## src/rtl/link_quality_neighbor_table_macros.svh

```systemverilog
// Assertion macros for the link-quality neighbour table, clocked on clk and quiet in reset.
`ifndef LINK_QUALITY_NEIGHBOR_TABLE_MACROS_SVH
`define LINK_QUALITY_NEIGHBOR_TABLE_MACROS_SVH

// The consequent must hold in the same cycle as the antecedent.
`define LQNT_ASSERT_NOW(label, ante, cons, msg) \
  label: assert property (@(posedge clk) disable iff (rst) (ante) |-> (cons)) \
    else $error(msg);

// The consequent must hold in the cycle after the antecedent.
`define LQNT_ASSERT_NEXT(label, ante, cons, msg) \
  label: assert property (@(posedge clk) disable iff (rst) (ante) |=> (cons)) \
    else $error(msg);

`endif

```

## src/rtl/lqnt_pkg.sv

```systemverilog
// Package with the types, codes, constants and capacity table of the neighbour table.
package lqnt_pkg;

  // Sizes fixed by the interface.
  localparam int unsigned DEFAULT_ENTRIES = 16;
  localparam int unsigned ADDR_W          = 48;
  localparam int unsigned TICK_W          = 32;
  localparam int unsigned LOSS_W          = 16;
  localparam int unsigned CAP_W           = 17;
  localparam int unsigned INDEX_W         = 4;
  localparam int unsigned COUNT_W         = 5;
  localparam int unsigned CFG_INDEX_W     = 2;
  localparam int unsigned CFG_DATA_W      = 32;

  // Shared multiplier operand and product widths.
  localparam int unsigned MUL_A_W = 20;
  localparam int unsigned MUL_B_W = 32;
  localparam int unsigned MUL_P_W = MUL_A_W + MUL_B_W;

  // Division by ten as a multiply by ceil(2^22/10), exact for dividends below 699050.
  localparam logic [MUL_B_W-1:0] RECIP_10    = 32'd419431;
  localparam int unsigned        RECIP_SHIFT = 22;

  // Loss filter constants: a lost exchange adds one whole unit of 65536.
  localparam logic [MUL_A_W-1:0] LOSS_STEP = 20'd65536;
  localparam logic [LOSS_W-1:0]  LOSS_MAX  = 16'hFFFF;
  localparam logic [CAP_W-1:0]   CAP_ONE   = 17'd65536;

  // Register reset values.
  localparam logic [TICK_W-1:0] WINDOW_RESET = 32'd10000;
  localparam logic [7:0]        NOISE_RESET  = 8'hA1;

  // Configuration register indexes.
  localparam logic [CFG_INDEX_W-1:0] CFG_RECENCY_WINDOW = 2'd0;
  localparam logic [CFG_INDEX_W-1:0] CFG_NOISE_FLOOR    = 2'd1;

  // Commands.
  localparam logic CMD_UPDATE = 1'b0;
  localparam logic CMD_SELECT = 1'b1;

  // Result status codes.
  typedef enum logic [2:0] {
    ST_UPDATED  = 3'd0,
    ST_INSERTED = 3'd1,
    ST_FULL     = 3'd2,
    ST_BEST     = 3'd3,
    ST_NONE     = 3'd4
  } status_t;

  // Sequencer states.
  typedef enum logic [2:0] {
    S_IDLE,
    S_SCAN,
    S_LOSS_MUL,
    S_CAP_MUL,
    S_WRITE,
    S_FETCH,
    S_SEL_DONE,
    S_EMPTY
  } state_t;

  // One input item.
  typedef struct packed {
    logic                    command;
    logic [ADDR_W-1:0]       neighbor_address;
    logic signed [7:0]       signal_dbm;
    logic                    delivered;
    logic [TICK_W-1:0]       now_tick;
  } req_t;

  // One result item.
  typedef struct packed {
    logic [2:0]              status;
    logic [INDEX_W-1:0]      entry_index;
    logic [ADDR_W-1:0]       entry_address;
    logic signed [7:0]       smoothed_dbm;
    logic [LOSS_W-1:0]       loss_rate;
    logic [CAP_W-1:0]        capacity;
    logic [COUNT_W-1:0]      entry_count;
  } rsp_t;

  // One table entry as held in the memory.
  typedef struct packed {
    logic [ADDR_W-1:0]       address;
    logic signed [7:0]       level;
    logic [LOSS_W-1:0]       loss;
    logic [CAP_W-1:0]        capacity;
    logic [TICK_W-1:0]       tick;
  } entry_t;

  // Normalised capacity min(1, log2(1 + 10^(snr/10)) / 10) in Q1.16 over SNR in dB.
  function automatic logic [CAP_W-1:0] capacity_rom(input logic [4:0] snr);
    logic [CAP_W-1:0] value;
    case (snr)
      5'd0:    value = 17'd6554;
      5'd1:    value = 17'd7705;
      5'd2:    value = 17'd8979;
      5'd3:    value = 17'd10372;
      5'd4:    value = 17'd11877;
      5'd5:    value = 17'd13483;
      5'd6:    value = 17'd15181;
      5'd7:    value = 17'd16959;
      5'd8:    value = 17'd18807;
      5'd9:    value = 17'd20715;
      5'd10:   value = 17'd22672;
      5'd11:   value = 17'd24670;
      5'd12:   value = 17'd26703;
      5'd13:   value = 17'd28764;
      5'd14:   value = 17'd30848;
      5'd15:   value = 17'd32950;
      5'd16:   value = 17'd35067;
      5'd17:   value = 17'd37197;
      5'd18:   value = 17'd39336;
      5'd19:   value = 17'd41482;
      5'd20:   value = 17'd43635;
      5'd21:   value = 17'd45793;
      5'd22:   value = 17'd47955;
      5'd23:   value = 17'd50120;
      5'd24:   value = 17'd52287;
      5'd25:   value = 17'd54456;
      5'd26:   value = 17'd56627;
      5'd27:   value = 17'd58799;
      5'd28:   value = 17'd60972;
      5'd29:   value = 17'd63146;
      5'd30:   value = 17'd65321;
      default: value = 17'd65536;
    endcase
    return value;
  endfunction

endpackage

```

## src/rtl/link_quality_neighbor_table.sv

```systemverilog
// Link-quality neighbour table: entry memory, scan sequencer and shared multiplier.
//
// Keeps up to NEIGHBOR_ENTRIES neighbours in one memory with a single registered read
// port. An update walks the held entries one per cycle until the address matches or
// the held entries run out; it then works out the smoothed level, the loss estimate
// and the capacity of the matched or newly appended entry in the states S_LOSS_MUL,
// S_CAP_MUL and S_WRITE, or reports ST_FULL when the table is full and the address
// is new. A select streams every held entry through age, multiply and compare stages
// and re-reads the winner, or reports ST_NONE when no entry scores above zero. The one
// memory read per cycle sets the scan time. One item is worked on at a time; req_stall
// stays high until the result sits in the output register, which may wait there while
// the next item is taken. Configuration writes take effect at once and should only be
// made while no item is in progress.
`include "link_quality_neighbor_table_macros.svh"

module link_quality_neighbor_table #(
  parameter int unsigned NEIGHBOR_ENTRIES = lqnt_pkg::DEFAULT_ENTRIES
) (
  input  logic                                 clk,
  input  logic                                 rst,
  input  logic                                 cfg_we,
  input  logic [lqnt_pkg::CFG_INDEX_W-1:0]     cfg_index,
  input  logic [lqnt_pkg::CFG_DATA_W-1:0]      cfg_data,
  input  logic                                 req_valid,
  output logic                                 req_stall,
  input  lqnt_pkg::req_t                       req,
  output logic                                 rsp_valid,
  input  logic                                 rsp_stall,
  output lqnt_pkg::rsp_t                       rsp
);

  import lqnt_pkg::*;

  localparam int unsigned IW = (NEIGHBOR_ENTRIES > 1) ? $clog2(NEIGHBOR_ENTRIES) : 1;
  localparam int unsigned CW = $clog2(NEIGHBOR_ENTRIES + 1);
  localparam int unsigned SCORE_W = CAP_W + TICK_W;

  // Control state.
  state_t              state;
  state_t              state_next;
  logic [CW-1:0]       used;
  logic [CW-1:0]       used_next;
  logic [CW-1:0]       rd_ptr;
  logic                v0;
  logic                v1;
  logic                v2;
  logic                found;

  // Configuration registers.
  logic [TICK_W-1:0]   window;
  logic [7:0]          noise;

  // Item and working registers.
  req_t                item;
  status_t             res_status;
  entry_t              ent;
  logic [IW-1:0]       ent_idx;
  logic [LOSS_W-1:0]   loss_r;
  logic [IW-1:0]       idx0;
  logic [IW-1:0]       idx1;
  logic [IW-1:0]       idx2;
  logic [TICK_W-1:0]   rec_r;
  logic [CAP_W-1:0]    cap_r;
  logic [SCORE_W-1:0]  top_score;
  logic [IW-1:0]       best_idx;
  logic [MUL_P_W-1:0]  prod;

  // Entry memory and its read register.
  entry_t              mem [NEIGHBOR_ENTRIES];
  entry_t              q;

  // Sequencer outputs.
  logic                rd_en;
  logic [IW-1:0]       rd_addr;
  logic                mem_we;
  logic                mul_en;
  logic [MUL_A_W-1:0]  mul_a;
  logic [MUL_B_W-1:0]  mul_b;
  logic                rsp_load;
  rsp_t                rsp_next;

  // Datapath terms.
  logic                out_free;
  logic                issue;
  logic                hit;
  logic                upd_end;
  logic                sel_end;
  logic                full;
  logic signed [10:0]  old_ext;
  logic signed [10:0]  sum_c;
  logic signed [10:0]  adj_c;
  logic signed [10:0]  lvl_c;
  logic signed [7:0]   level_new;
  logic [MUL_A_W-1:0]  loss_x;
  logic [MUL_P_W-1:0]  quot_c;
  logic [LOSS_W-1:0]   loss_new;
  logic signed [9:0]   snr_c;
  logic [4:0]          snr_idx;
  logic [TICK_W-1:0]   age_c;
  logic [TICK_W-1:0]   rec_c;
  logic [CAP_W-1:0]    cap_new;
  entry_t              rec_w;

  // Handshake and scan status terms.
  always_comb begin
    out_free = !rsp_valid || !rsp_stall;
    full     = (used == CW'(NEIGHBOR_ENTRIES));
    issue    = (state == S_SCAN) && (rd_ptr < used);
    hit      = v0 && (q.address == item.neighbor_address);
    upd_end  = (rd_ptr == used) && !v0;
    sel_end  = (rd_ptr == used) && !v0 && !v1 && !v2;
  end

  // Smoothed level: (old*7 + signal)/8, rounded toward zero.
  always_comb begin
    old_ext   = $signed({{3{ent.level[7]}}, ent.level});
    sum_c     = (old_ext <<< 3) - old_ext + $signed({{3{item.signal_dbm[7]}}, item.signal_dbm});
    adj_c     = sum_c + (sum_c[10] ? 11'sd7 : 11'sd0);
    lvl_c     = adj_c >>> 3;
    level_new = lvl_c[7:0];
  end

  // Loss dividend, quotient from the product, and the SNR table index.
  always_comb begin
    loss_x   = ({4'b0, ent.loss} << 3) + {4'b0, ent.loss}
               + (item.delivered ? '0 : LOSS_STEP);
    quot_c   = prod >> RECIP_SHIFT;
    loss_new = (quot_c > MUL_P_W'(LOSS_MAX)) ? LOSS_MAX : quot_c[LOSS_W-1:0];
    snr_c    = $signed({{2{ent.level[7]}}, ent.level}) - $signed({{2{noise[7]}}, noise});
    if (snr_c < 10'sd0) begin
      snr_idx = 5'd0;
    end else if (snr_c > 10'sd31) begin
      snr_idx = 5'd31;
    end else begin
      snr_idx = snr_c[4:0];
    end
    cap_new  = prod[CAP_W+15:16];
  end

  // Remaining recency of the entry in the read register.
  always_comb begin
    age_c = item.now_tick - q.tick;
    rec_c = (age_c < window) ? (window - age_c) : '0;
  end

  // Record written back on an update and the entry count after it.
  always_comb begin
    rec_w          = ent;
    rec_w.loss     = loss_r;
    rec_w.capacity = cap_new;
    rec_w.tick     = item.now_tick;
    used_next      = used;
    if (mem_we && (res_status == ST_INSERTED)) begin
      used_next = used + 1'b1;
    end
  end

  // Next-state logic.
  always_comb begin
    state_next = state;
    case (state)
      S_IDLE: begin
        if (req_valid) begin
          state_next = S_SCAN;
        end
      end
      S_SCAN: begin
        if (item.command == CMD_SELECT) begin
          if (sel_end) begin
            state_next = found ? S_FETCH : S_EMPTY;
          end
        end else if (hit) begin
          state_next = S_LOSS_MUL;
        end else if (upd_end) begin
          state_next = full ? S_EMPTY : S_LOSS_MUL;
        end
      end
      S_LOSS_MUL: state_next = S_CAP_MUL;
      S_CAP_MUL:  state_next = S_WRITE;
      S_FETCH:    state_next = S_SEL_DONE;
      S_WRITE, S_SEL_DONE, S_EMPTY: begin
        if (out_free) begin
          state_next = S_IDLE;
        end
      end
      default:    state_next = S_IDLE;
    endcase
  end

  // Sequencer outputs: memory port, multiplier operands and result loading.
  always_comb begin
    req_stall = (state != S_IDLE);
    rd_en     = 1'b0;
    rd_addr   = rd_ptr[IW-1:0];
    mem_we    = 1'b0;
    mul_en    = 1'b0;
    mul_a     = '0;
    mul_b     = '0;
    rsp_load  = 1'b0;
    rsp_next  = '0;
    rsp_next.entry_count = COUNT_W'(used);
    case (state)
      S_SCAN: begin
        rd_en  = issue;
        mul_en = 1'b1;
        mul_a  = MUL_A_W'(cap_r);
        mul_b  = rec_r;
      end
      S_LOSS_MUL: begin
        mul_en = 1'b1;
        mul_a  = loss_x;
        mul_b  = RECIP_10;
      end
      S_CAP_MUL: begin
        mul_en = 1'b1;
        mul_a  = MUL_A_W'(capacity_rom(snr_idx));
        mul_b  = MUL_B_W'(CAP_ONE - {1'b0, loss_new});
      end
      S_FETCH: begin
        rd_en   = 1'b1;
        rd_addr = best_idx;
      end
      S_WRITE: begin
        mem_we   = out_free;
        rsp_load = out_free;
        rsp_next.status        = res_status;
        rsp_next.entry_index   = INDEX_W'(ent_idx);
        rsp_next.entry_address = ent.address;
        rsp_next.smoothed_dbm  = ent.level;
        rsp_next.loss_rate     = loss_r;
        rsp_next.capacity      = cap_new;
        rsp_next.entry_count   = COUNT_W'(used_next);
      end
      S_SEL_DONE: begin
        rsp_load = out_free;
        rsp_next.status        = ST_BEST;
        rsp_next.entry_index   = INDEX_W'(best_idx);
        rsp_next.entry_address = q.address;
        rsp_next.smoothed_dbm  = q.level;
        rsp_next.loss_rate     = q.loss;
        rsp_next.capacity      = q.capacity;
      end
      S_EMPTY: begin
        rsp_load        = out_free;
        rsp_next.status = res_status;
      end
      default: begin
      end
    endcase
  end

  // Control registers.
  always_ff @(posedge clk) begin
    if (rst) begin
      state     <= S_IDLE;
      used      <= '0;
      rd_ptr    <= '0;
      v0        <= 1'b0;
      v1        <= 1'b0;
      v2        <= 1'b0;
      found     <= 1'b0;
      rsp_valid <= 1'b0;
    end else begin
      state <= state_next;
      used  <= used_next;
      if (state == S_SCAN) begin
        v0 <= issue;
        v1 <= v0;
        v2 <= v1;
        if (issue) begin
          rd_ptr <= rd_ptr + 1'b1;
        end
        if (v2 && (prod[SCORE_W-1:0] > top_score)) begin
          found <= 1'b1;
        end
      end else begin
        v0 <= 1'b0;
        v1 <= 1'b0;
        v2 <= 1'b0;
        if (state == S_IDLE) begin
          rd_ptr <= '0;
          found  <= 1'b0;
        end
      end
      if (rsp_load) begin
        rsp_valid <= 1'b1;
      end else if (!rsp_stall) begin
        rsp_valid <= 1'b0;
      end
    end
  end

  // Configuration registers.
  always_ff @(posedge clk) begin
    if (rst) begin
      window <= WINDOW_RESET;
      noise  <= NOISE_RESET;
    end else if (cfg_we) begin
      case (cfg_index)
        CFG_RECENCY_WINDOW: window <= cfg_data;
        CFG_NOISE_FLOOR:    noise  <= cfg_data[7:0];
        default: begin
        end
      endcase
    end
  end

  // Shared multiplier with its product register.
  always_ff @(posedge clk) begin
    if (mul_en) begin
      prod <= mul_a * mul_b;
    end
  end

  // Entry memory: one write port, one registered read port.
  always_ff @(posedge clk) begin
    if (mem_we) begin
      mem[ent_idx] <= rec_w;
    end
  end

  always_ff @(posedge clk) begin
    if (rd_en) begin
      q <= mem[rd_addr];
    end
  end

  // Item capture, scan pipeline and per-item working registers.
  always_ff @(posedge clk) begin
    if (req_valid && !req_stall) begin
      item      <= req;
      top_score <= '0;
      best_idx  <= '0;
    end
    case (state)
      S_SCAN: begin
        idx0  <= rd_ptr[IW-1:0];
        idx1  <= idx0;
        idx2  <= idx1;
        rec_r <= rec_c;
        cap_r <= q.capacity;
        if (v2 && (prod[SCORE_W-1:0] > top_score)) begin
          top_score <= prod[SCORE_W-1:0];
          best_idx  <= idx2;
        end
        if (item.command == CMD_SELECT) begin
          res_status <= found ? ST_BEST : ST_NONE;
        end else if (hit) begin
          ent        <= q;
          ent_idx    <= idx0;
          res_status <= ST_UPDATED;
        end else if (upd_end) begin
          if (full) begin
            res_status <= ST_FULL;
          end else begin
            ent.address  <= item.neighbor_address;
            ent.level    <= '0;
            ent.loss     <= '0;
            ent.capacity <= '0;
            ent.tick     <= item.now_tick;
            ent_idx      <= used[IW-1:0];
            res_status   <= ST_INSERTED;
          end
        end
      end
      S_LOSS_MUL: begin
        ent.level <= level_new;
      end
      S_CAP_MUL: begin
        loss_r <= loss_new;
      end
      default: begin
      end
    endcase
  end

  // Result register.
  always_ff @(posedge clk) begin
    if (rsp_load) begin
      rsp <= rsp_next;
    end
  end

  // The table never holds more entries than it has room for.
  `LQNT_ASSERT_NOW(a_used_bound, 1'b1, used <= CW'(NEIGHBOR_ENTRIES), "entry count overflow")
  // A reported best entry always has a non-zero capacity.
  `LQNT_ASSERT_NOW(a_best_nonzero, rsp_valid && (rsp.status == ST_BEST), rsp.capacity != '0, "best entry with zero capacity")
  // Writing back a new entry grows the table by exactly one.
  `LQNT_ASSERT_NEXT(a_insert_grows, mem_we && (res_status == ST_INSERTED), used == $past(used) + 1'b1, "insert did not grow table")

endmodule
```

## config.mk

```make
export PLATFORM = sky130hd
export DESIGN_NAME = link_quality_neighbor_table
export DESIGN_NICKNAME = d
export VERILOG_FILES = /design/src/rtl/lqnt_pkg.sv /design/src/rtl/link_quality_neighbor_table.sv
export VERILOG_INCLUDE_DIRS = /design/src /design/src/rtl
export SDC_FILE = /design/constraint.sdc
export NUM_CORES = 2
export LEC_CHECK = 0
export ABC_AREA = 0
export BUFFER_PORTS_ARGS = -buffer_cell sky130_fd_sc_hd__buf_2
export CORE_UTILIZATION = 42
export CTS_CLUSTER_SIZE = 14
export DETAILED_ROUTE_END_ITERATION = 8
export GPL_ROUTABILITY_DRIVEN = 0
export SETUP_SLACK_MARGIN = 0.5
export SLEW_MARGIN = 0
export SYNTH_ARGS = -nofsm -noshare
export SYNTH_HDL_FRONTEND = slang
export SYNTH_SLANG_ARGS = --single-unit
```

## constraint.sdc

```tcl
create_clock -name clk -period 10.1 [get_ports clk]
set_clock_uncertainty 0.2 [all_clocks]
set_input_delay 0.505 -clock clk [delete_from_list [all_inputs] [get_ports clk]]
set_output_delay 0.505 -clock clk [all_outputs]
set_load 0.02 [all_outputs]
```

### Word level (Yosys, flattened, before mapping)

Memories as Yosys holds them, arrays and structs flattened. A register that Yosys moved wholly into a read port is not among the register bits.
Index checks and enable logic that the tools add are counted.

| operators by class | value |
|---|---|
| bitwise logic cells | 2 |
| $add $sub $neg | 11 |
| reduce and logical (&&, ||, !) cells | 34 |
| divide/modulo/power cells | 0 |
| eq/ne operators | 23 |
| shift operators | 0 |
| $mul | 1 |
| $lt $le $gt $ge | 6 |
| multiplexer cells | 54 |

Operators by type and width:

| cell | count |
|---|---|
| $mux W121 | 3 |
| $pmux W93 S2 | 1 |
| $mux W49 | 3 |
| $pmux W32 S3 | 1 |
| $mux W73 | 1 |
| $sub A32 B32 Y32 | 2 |
| $pmux W20 S3 | 1 |
| $mul A20 B32 Y52 | 1 |
| $gt A49 B49 Y1 | 1 |
| $eq A48 B48 Y1 | 1 |
| $mux W3 | 12 |
| $mux W5 | 7 |
| $lt A32 B32 Y1 | 1 |
| $gt A30 B16 Y1 const B | 1 |
| $mux W4 | 7 |
| $add A19 B16 Y20 | 1 |
| $add A20 B17 Y20 | 1 |
| $pmux W3 S6 | 1 |
| $sub A17 B16 Y18 const A | 1 |
| $mux W17 | 1 |
| $mux W16 | 1 |
| $pmux W8 S2 | 1 |
| $eq A3 B3 Y1 const B | 4 |
| $reduce_and A4 Y1 | 3 |
| 32 further kinds | 74 |

| word-level totals | value |
|---|---|
| memory bits (writable) | 1936 |
| memory bits (read-only) | 544 |
| word-level logic and storage cells | 171 |
| memories | 2 |
| bits in latches | 0 |
| register bits | 559 |

Memories:

| name | words | width | read ports | clocked after Yosys merged registers in | write ports | RTL line | text |
|---|---|---|---|---|---|---|---|
| mem | 16 | 121 | 1 | 1 | 1 | link_quality_neighbor_table.sv:69 | `entry_t mem [NEIGHBOR_ENTRIES];` |
| (no name shown) | 32 | 17 | 1 | 0 | 0 | lqnt_pkg.sv:94 | `case (snr)` |

### Logic depth before layout (Yosys ltp)

| logic depth | value |
|---|---|
| depth in word-level cells | 7 |
| mapped depth | 45 |
| gate-level depth less buffers | 42 |

### Least setup slack after synthesis

Ideal clock, no wire load.

| timing path | value |
|---|---|
| kind | reg-to-reg |
| start | reg state[2] |
| end | mem mem[0][0] in the netlist's numbering (enable) |
| data arrival time | 9.829 ns |
| clock period less this slack | 10.778 ns |
| required time | 9.151 ns |
| buffers on the path | 2 |
| slack | -0.678 ns |
| stages on the path, launching flop included | 8 |
| path through | dfxtp_1 > clkbuf_1 > inv_1 > clkbuf_1 > nor3_1 > nand2_1 > or3_1 > nor3_1 |

| on the way | value |
|---|---|
| word-level cells in the longest chain between the ends | 4 |

RTL lines:

| item | RTL line | text |
|---|---|---|
| start, declared | link_quality_neighbor_table.sv:39 | `state_t state;` |
| start signal, assigned | link_quality_neighbor_table.sv:264 | `state <= state_next;` |
| $eq A3 B3 Y1 | link_quality_neighbor_table.sv:202 | `case (state)` |
| $mux W1 | link_quality_neighbor_table.sv:202 |  |
| $mux W1 | link_quality_neighbor_table.sv:317 | `if (mem_we) begin` |
| $mux W1 (implied by the code) | link_quality_neighbor_table.sv:318 | `mem[ent_idx] <= rec_w;` |
| end, declared | link_quality_neighbor_table.sv:69 |  |

Every way passes these cells.

### Worst setup path after layout

| timing path | value |
|---|---|
| start | reg ent[65] in the netlist's numbering |
| end | reg prod[47], data pin |

| on the way | value |
|---|---|
| word-level cells in the longest chain between the ends | 7 |

RTL lines:

| item | RTL line | text |
|---|---|---|
| start, declared | link_quality_neighbor_table.sv:56 | `entry_t ent;` |
| start signal, assigned | link_quality_neighbor_table.sv:349 | `ent <= q;` |
| $sub A8 B8 Y9 (*) | link_quality_neighbor_table.sv:129 | `snr_c = $signed({{2{ent.level[7]}}, ent.level}) - $signed({{2{noise[7]}}, noise});` |
| $gt A9 B6 Y1 | link_quality_neighbor_table.sv:132 | `end else if (snr_c > 10'sd31) begin` |
| $mux W5 | link_quality_neighbor_table.sv:132 |  |
| $mux W5 (*) | link_quality_neighbor_table.sv:130 | `if (snr_c < 10'sd0) begin` |
| $mem_v2 Z32 W17 (*) | - |  |
| $pmux W20 S3 (*) | link_quality_neighbor_table.sv:202 |  |
| $mul A20 B32 Y52 (*) | link_quality_neighbor_table.sv:311 | `prod <= mul_a * mul_b;` |
| end signal, assigned | link_quality_neighbor_table.sv:311 |  |
| end, declared | link_quality_neighbor_table.sv:66 | `logic [MUL_P_W-1:0] prod;` |

Mark *: on every way between the ends. The rest lies on a longest branch, timed or not.
A chain may end at the register's enable or synchronous reset.

==> metrics.cfg <==
[clock_tree]
cts.clk_slew.worst_paths_ns=0.06
clock_latency_ns=0.92
cts_tree=yes
cts-root-buf=clkbuf_16
clock_path_buffers=4
clock-sinks=2567
cts_made_buffers=247
htree_levels=4

[synth]
ys.flop_type=edfxtp_1
synth_edf_count=2456
synth-compound-area-share=0.0543
synth_xor_area_frac=0.0141
async_flop_share=0
synth.area.mux_share=0.0943
synth_area_um2=124000
synth_fa_ha_area_frac=0.122
synth_seq_area_share=0.614
synth_seq_cells=2567
synth_top_family_by_area=adder cells
avgSynthCellArea_um2=15.3
yosysWarnings=0
syn-instance-count=8113
synth_cell_types=94
synthSimpleGateAreaFrac=0.0628

[setup_path]
critPathKind=reg -> reg
critical_path.slowest_cell=fa_1
cp_slowest_stage_delay_ns=0.52
crit_required_ns=10.53
crit_top_cell=fa_1
crit_fanout=6
crit_arrival_ns=10.60
crit_path_end_kind=register
start_kind=register

[global_route]
grt_usage=0.231
first_global_vias=74100
overflow=0
grt_max_degree=126
grt_first_pass_wirelength_um=502000
antenna_found_initial=8

[pwr]
power_leakage_nw=51.8
total_power_w=0.0464
power_density_nw_per_um2=325
peakVddDrop_mv=0.632

[timing]
timing.hold.ws_ns=0.0326
max_freq_mhz=98.4
setup_ws_ns=-0.0673
rsz0062_at_grt=true
layout_min_cycle_time_ns=10.17
hold_violations=0
setup_viol=4
relSlewSlack=0.218
period_share=1.01
worst_pin_slew_ns=1.17
drv_slew=0

[flow_run]
cap_violations=0

[detailed_routing]
vias_per_cell=5.65
routed-via-count=72700
wl_per_cell_um=26.6
drt_drc_violations_left=0
postRouteAntennaNets=0
wirelength_um=342000
firstDrtPassIters=6
dr.first_iter.drc_count=7734

[floorplanning]
fp.coreArea_um2=292000
die-area_um2=297000
start_util=0.424
fp.dieW_um=545
pin_count=232
die_h_um=545
rows=198

[final_layout]
fill_cells=24600
postLayoutCellArea_um2=143000
drive_gt1_frac=0.196
fin_nets=9783
multi_input_area_um2=44500
area_growth_syn_to_layout_pct=15.2
fin_util=0.488
ff_latch_area_um2=76000

[outcome]
run_status=finished with violations
violations=setup timing

[placement]
dpl_cell_area_um2=132000
dp_worst_setup_slack_ns=-0.377
port_buffers=231
dpl.hpwl_um=212000

[hold_path]
hold_path_class=in -> reg

==> metal layers <==
metal	share of wire	vias up	routed length [um]	track usage
met1	0.41	38200	140000	0.316
met3	0.067	578	22800	0.0252
met4	0.041	0	14200	0.0890
met5	0	-	0	0
met2	0.48	2977	165000	0.380
li1	-	31000	-	-
==> cells in the mapped netlist, types with 8 or more instances <==
| cell | count | area [um2] |
|---|---|---|
| a211o_1 | 10 | 87.6 |
| a211oi_1 | 141 | 1060 |
| a21boi_0 | 8 | 60.1 |
| a21o_1 | 74 | 556 |
| a21oi_1 | 200 | 1000 |
| a221oi_1 | 11 | 96.3 |
| a22o_1 | 101 | 885 |
| a22oi_1 | 12 | 90.1 |
| a31oi_1 | 144 | 901 |
| and2_1 | 208 | 1300 |
| and3_1 | 24 | 150 |
| buf_1 | 20 | 75.1 |
| buf_2 | 77 | 385 |
| clkbuf_1 | 323 | 1210 |
| dfxtp_1 | 111 | 2220 |
| edfxtp_1 | 2456 | 73800 |
| fa_1 | 548 | 11000 |
| ha_1 | 329 | 4120 |
| inv_1 | 811 | 3040 |
| mux2_2 | 56 | 631 |
| mux2i_1 | 14 | 140 |
| mux4_2 | 484 | 10900 |
| nand2_1 | 794 | 2980 |
| nand2_2 | 10 | 62.6 |
| nand2b_1 | 35 | 219 |
| nand3_1 | 65 | 325 |
| nand3b_1 | 21 | 158 |
| nand4_1 | 48 | 300 |
| nor2_1 | 316 | 1190 |
| nor2b_1 | 44 | 275 |
| nor3_1 | 55 | 275 |
| nor4_1 | 19 | 119 |
| o211ai_1 | 18 | 135 |
| o21a_1 | 22 | 165 |
| o21ai_0 | 108 | 541 |
| o21ai_1 | 12 | 60.1 |
| o21bai_1 | 17 | 128 |
| o31ai_1 | 14 | 105 |
| or2_2 | 16 | 100 |
| or3_1 | 8 | 50.1 |
| xnor2_1 | 132 | 1160 |
| xor2_1 | 64 | 561 |
==> worst paths after layout <==
path,startpoint,end,slack (ns),depth (start not counted)
max,ent[65],prod[47],-0.07,43
min,cfg_index[1],window[12],0.03,5
max reg2reg,ent[65],prod[47],-0.07,43
min reg2reg,idx1[0],idx2[0],0.22,0
==> worst max-delay path: cells and delay by family, from the launching register on <==
kind                       cells  cell delay, ns
and+or+nand+nor                6            0.89
AOI/OAI and AO/OA             16            3.00
adders and majority gates     11            4.32
buffers and inverters         10            1.05
DFF                            1            0.40
==> cell usage in the layout (no fill, tap or decap), types with 45 or more instances in the layout <==
cell type,n
a211oi_1,138
a21o_1,72
a21oi_1,175
a22o_1,101
a31oi_1,142
and2_1,200
buf_12,45
buf_2,231
buf_4,340
clkbuf_1,55
clkbuf_16,248
clkinv_1,45
conb_1,63
dfxtp_1,111
dlygate4sd3_1,142
edfxtp_1,2456
fa_1,530
ha_1,306
inv_1,799
mux2_2,55
mux4_2,484
nand2_1,787
nand3_1,61
nand4_1,48
nor2_1,292
nor3_1,45
o21ai_0,94
xnor2_1,122
xor2_1,61
==> power breakdown <==
group	internal, W	switching [W]	total [W]
clock	0.00520	0.00395	0.00915
combinational	0.00972	0.0134	0.0231
sequential	0.0133	0.000834	0.0142
==> logic make-up (layout without fill, tap and decap cells) <==
kind of cell,Yosys count,in the layout
flops,2567,2567
simple gates,1697,1697
buf+inv,1236,2029
compound gates,983,983
fa+ha+maj,877,877
mux,554,554
xor+xnor,197,197
other cells,2,69
==> flip-flops by register name, indices dropped and copies added (netlist names), 3 cells and up <==
register	cells
rd_ptr	5
best_idx	4
res_status	3
ent	72
idx2	4
state	3
item	90
window	32
rsp	101
top_score	49
loss_r	16
used	5
rec_r	32
mem	1936
q	121
idx1	4
cap_r	17
idx0	4
ent_idx	4
noise	8
prod	52
==> per-stage QoR <==
stage | std cells | TNS, ns
finish | 12900 | -0.152
global placement | 12300 | -1.15
detailed placement | 12300 | -4.17
CTS | 12900 | -0.0682
global route | 12900 | -5.08
floorplan | 8174 | 0
==> cell type report <==
type	count	share of cell area
sequential	2567	0.533
tap	3900	0.0342
multi-input combinational	4371	0.312
antenna	6	0.000105
inverter	811	0.0214
clock buffer	307	0.0454
clock inverter	132	0.00966
timing repair buffer	779	0.0440
==> what timing repair did <==
| action | 4_1_cts | 5_1_grt |
|---|---|---|
| hold endpoints to repair | 132 | 0 |
| hold buffers | 142 | 0 |
| setup endpoints to repair | 38 | 38 |
| pin swaps | 72 | 60 |
| resized for setup | 104 | 78 |
| buffers inserted | 19 | 9 |
No activity file was read; power rests on OpenSTA's default activity.
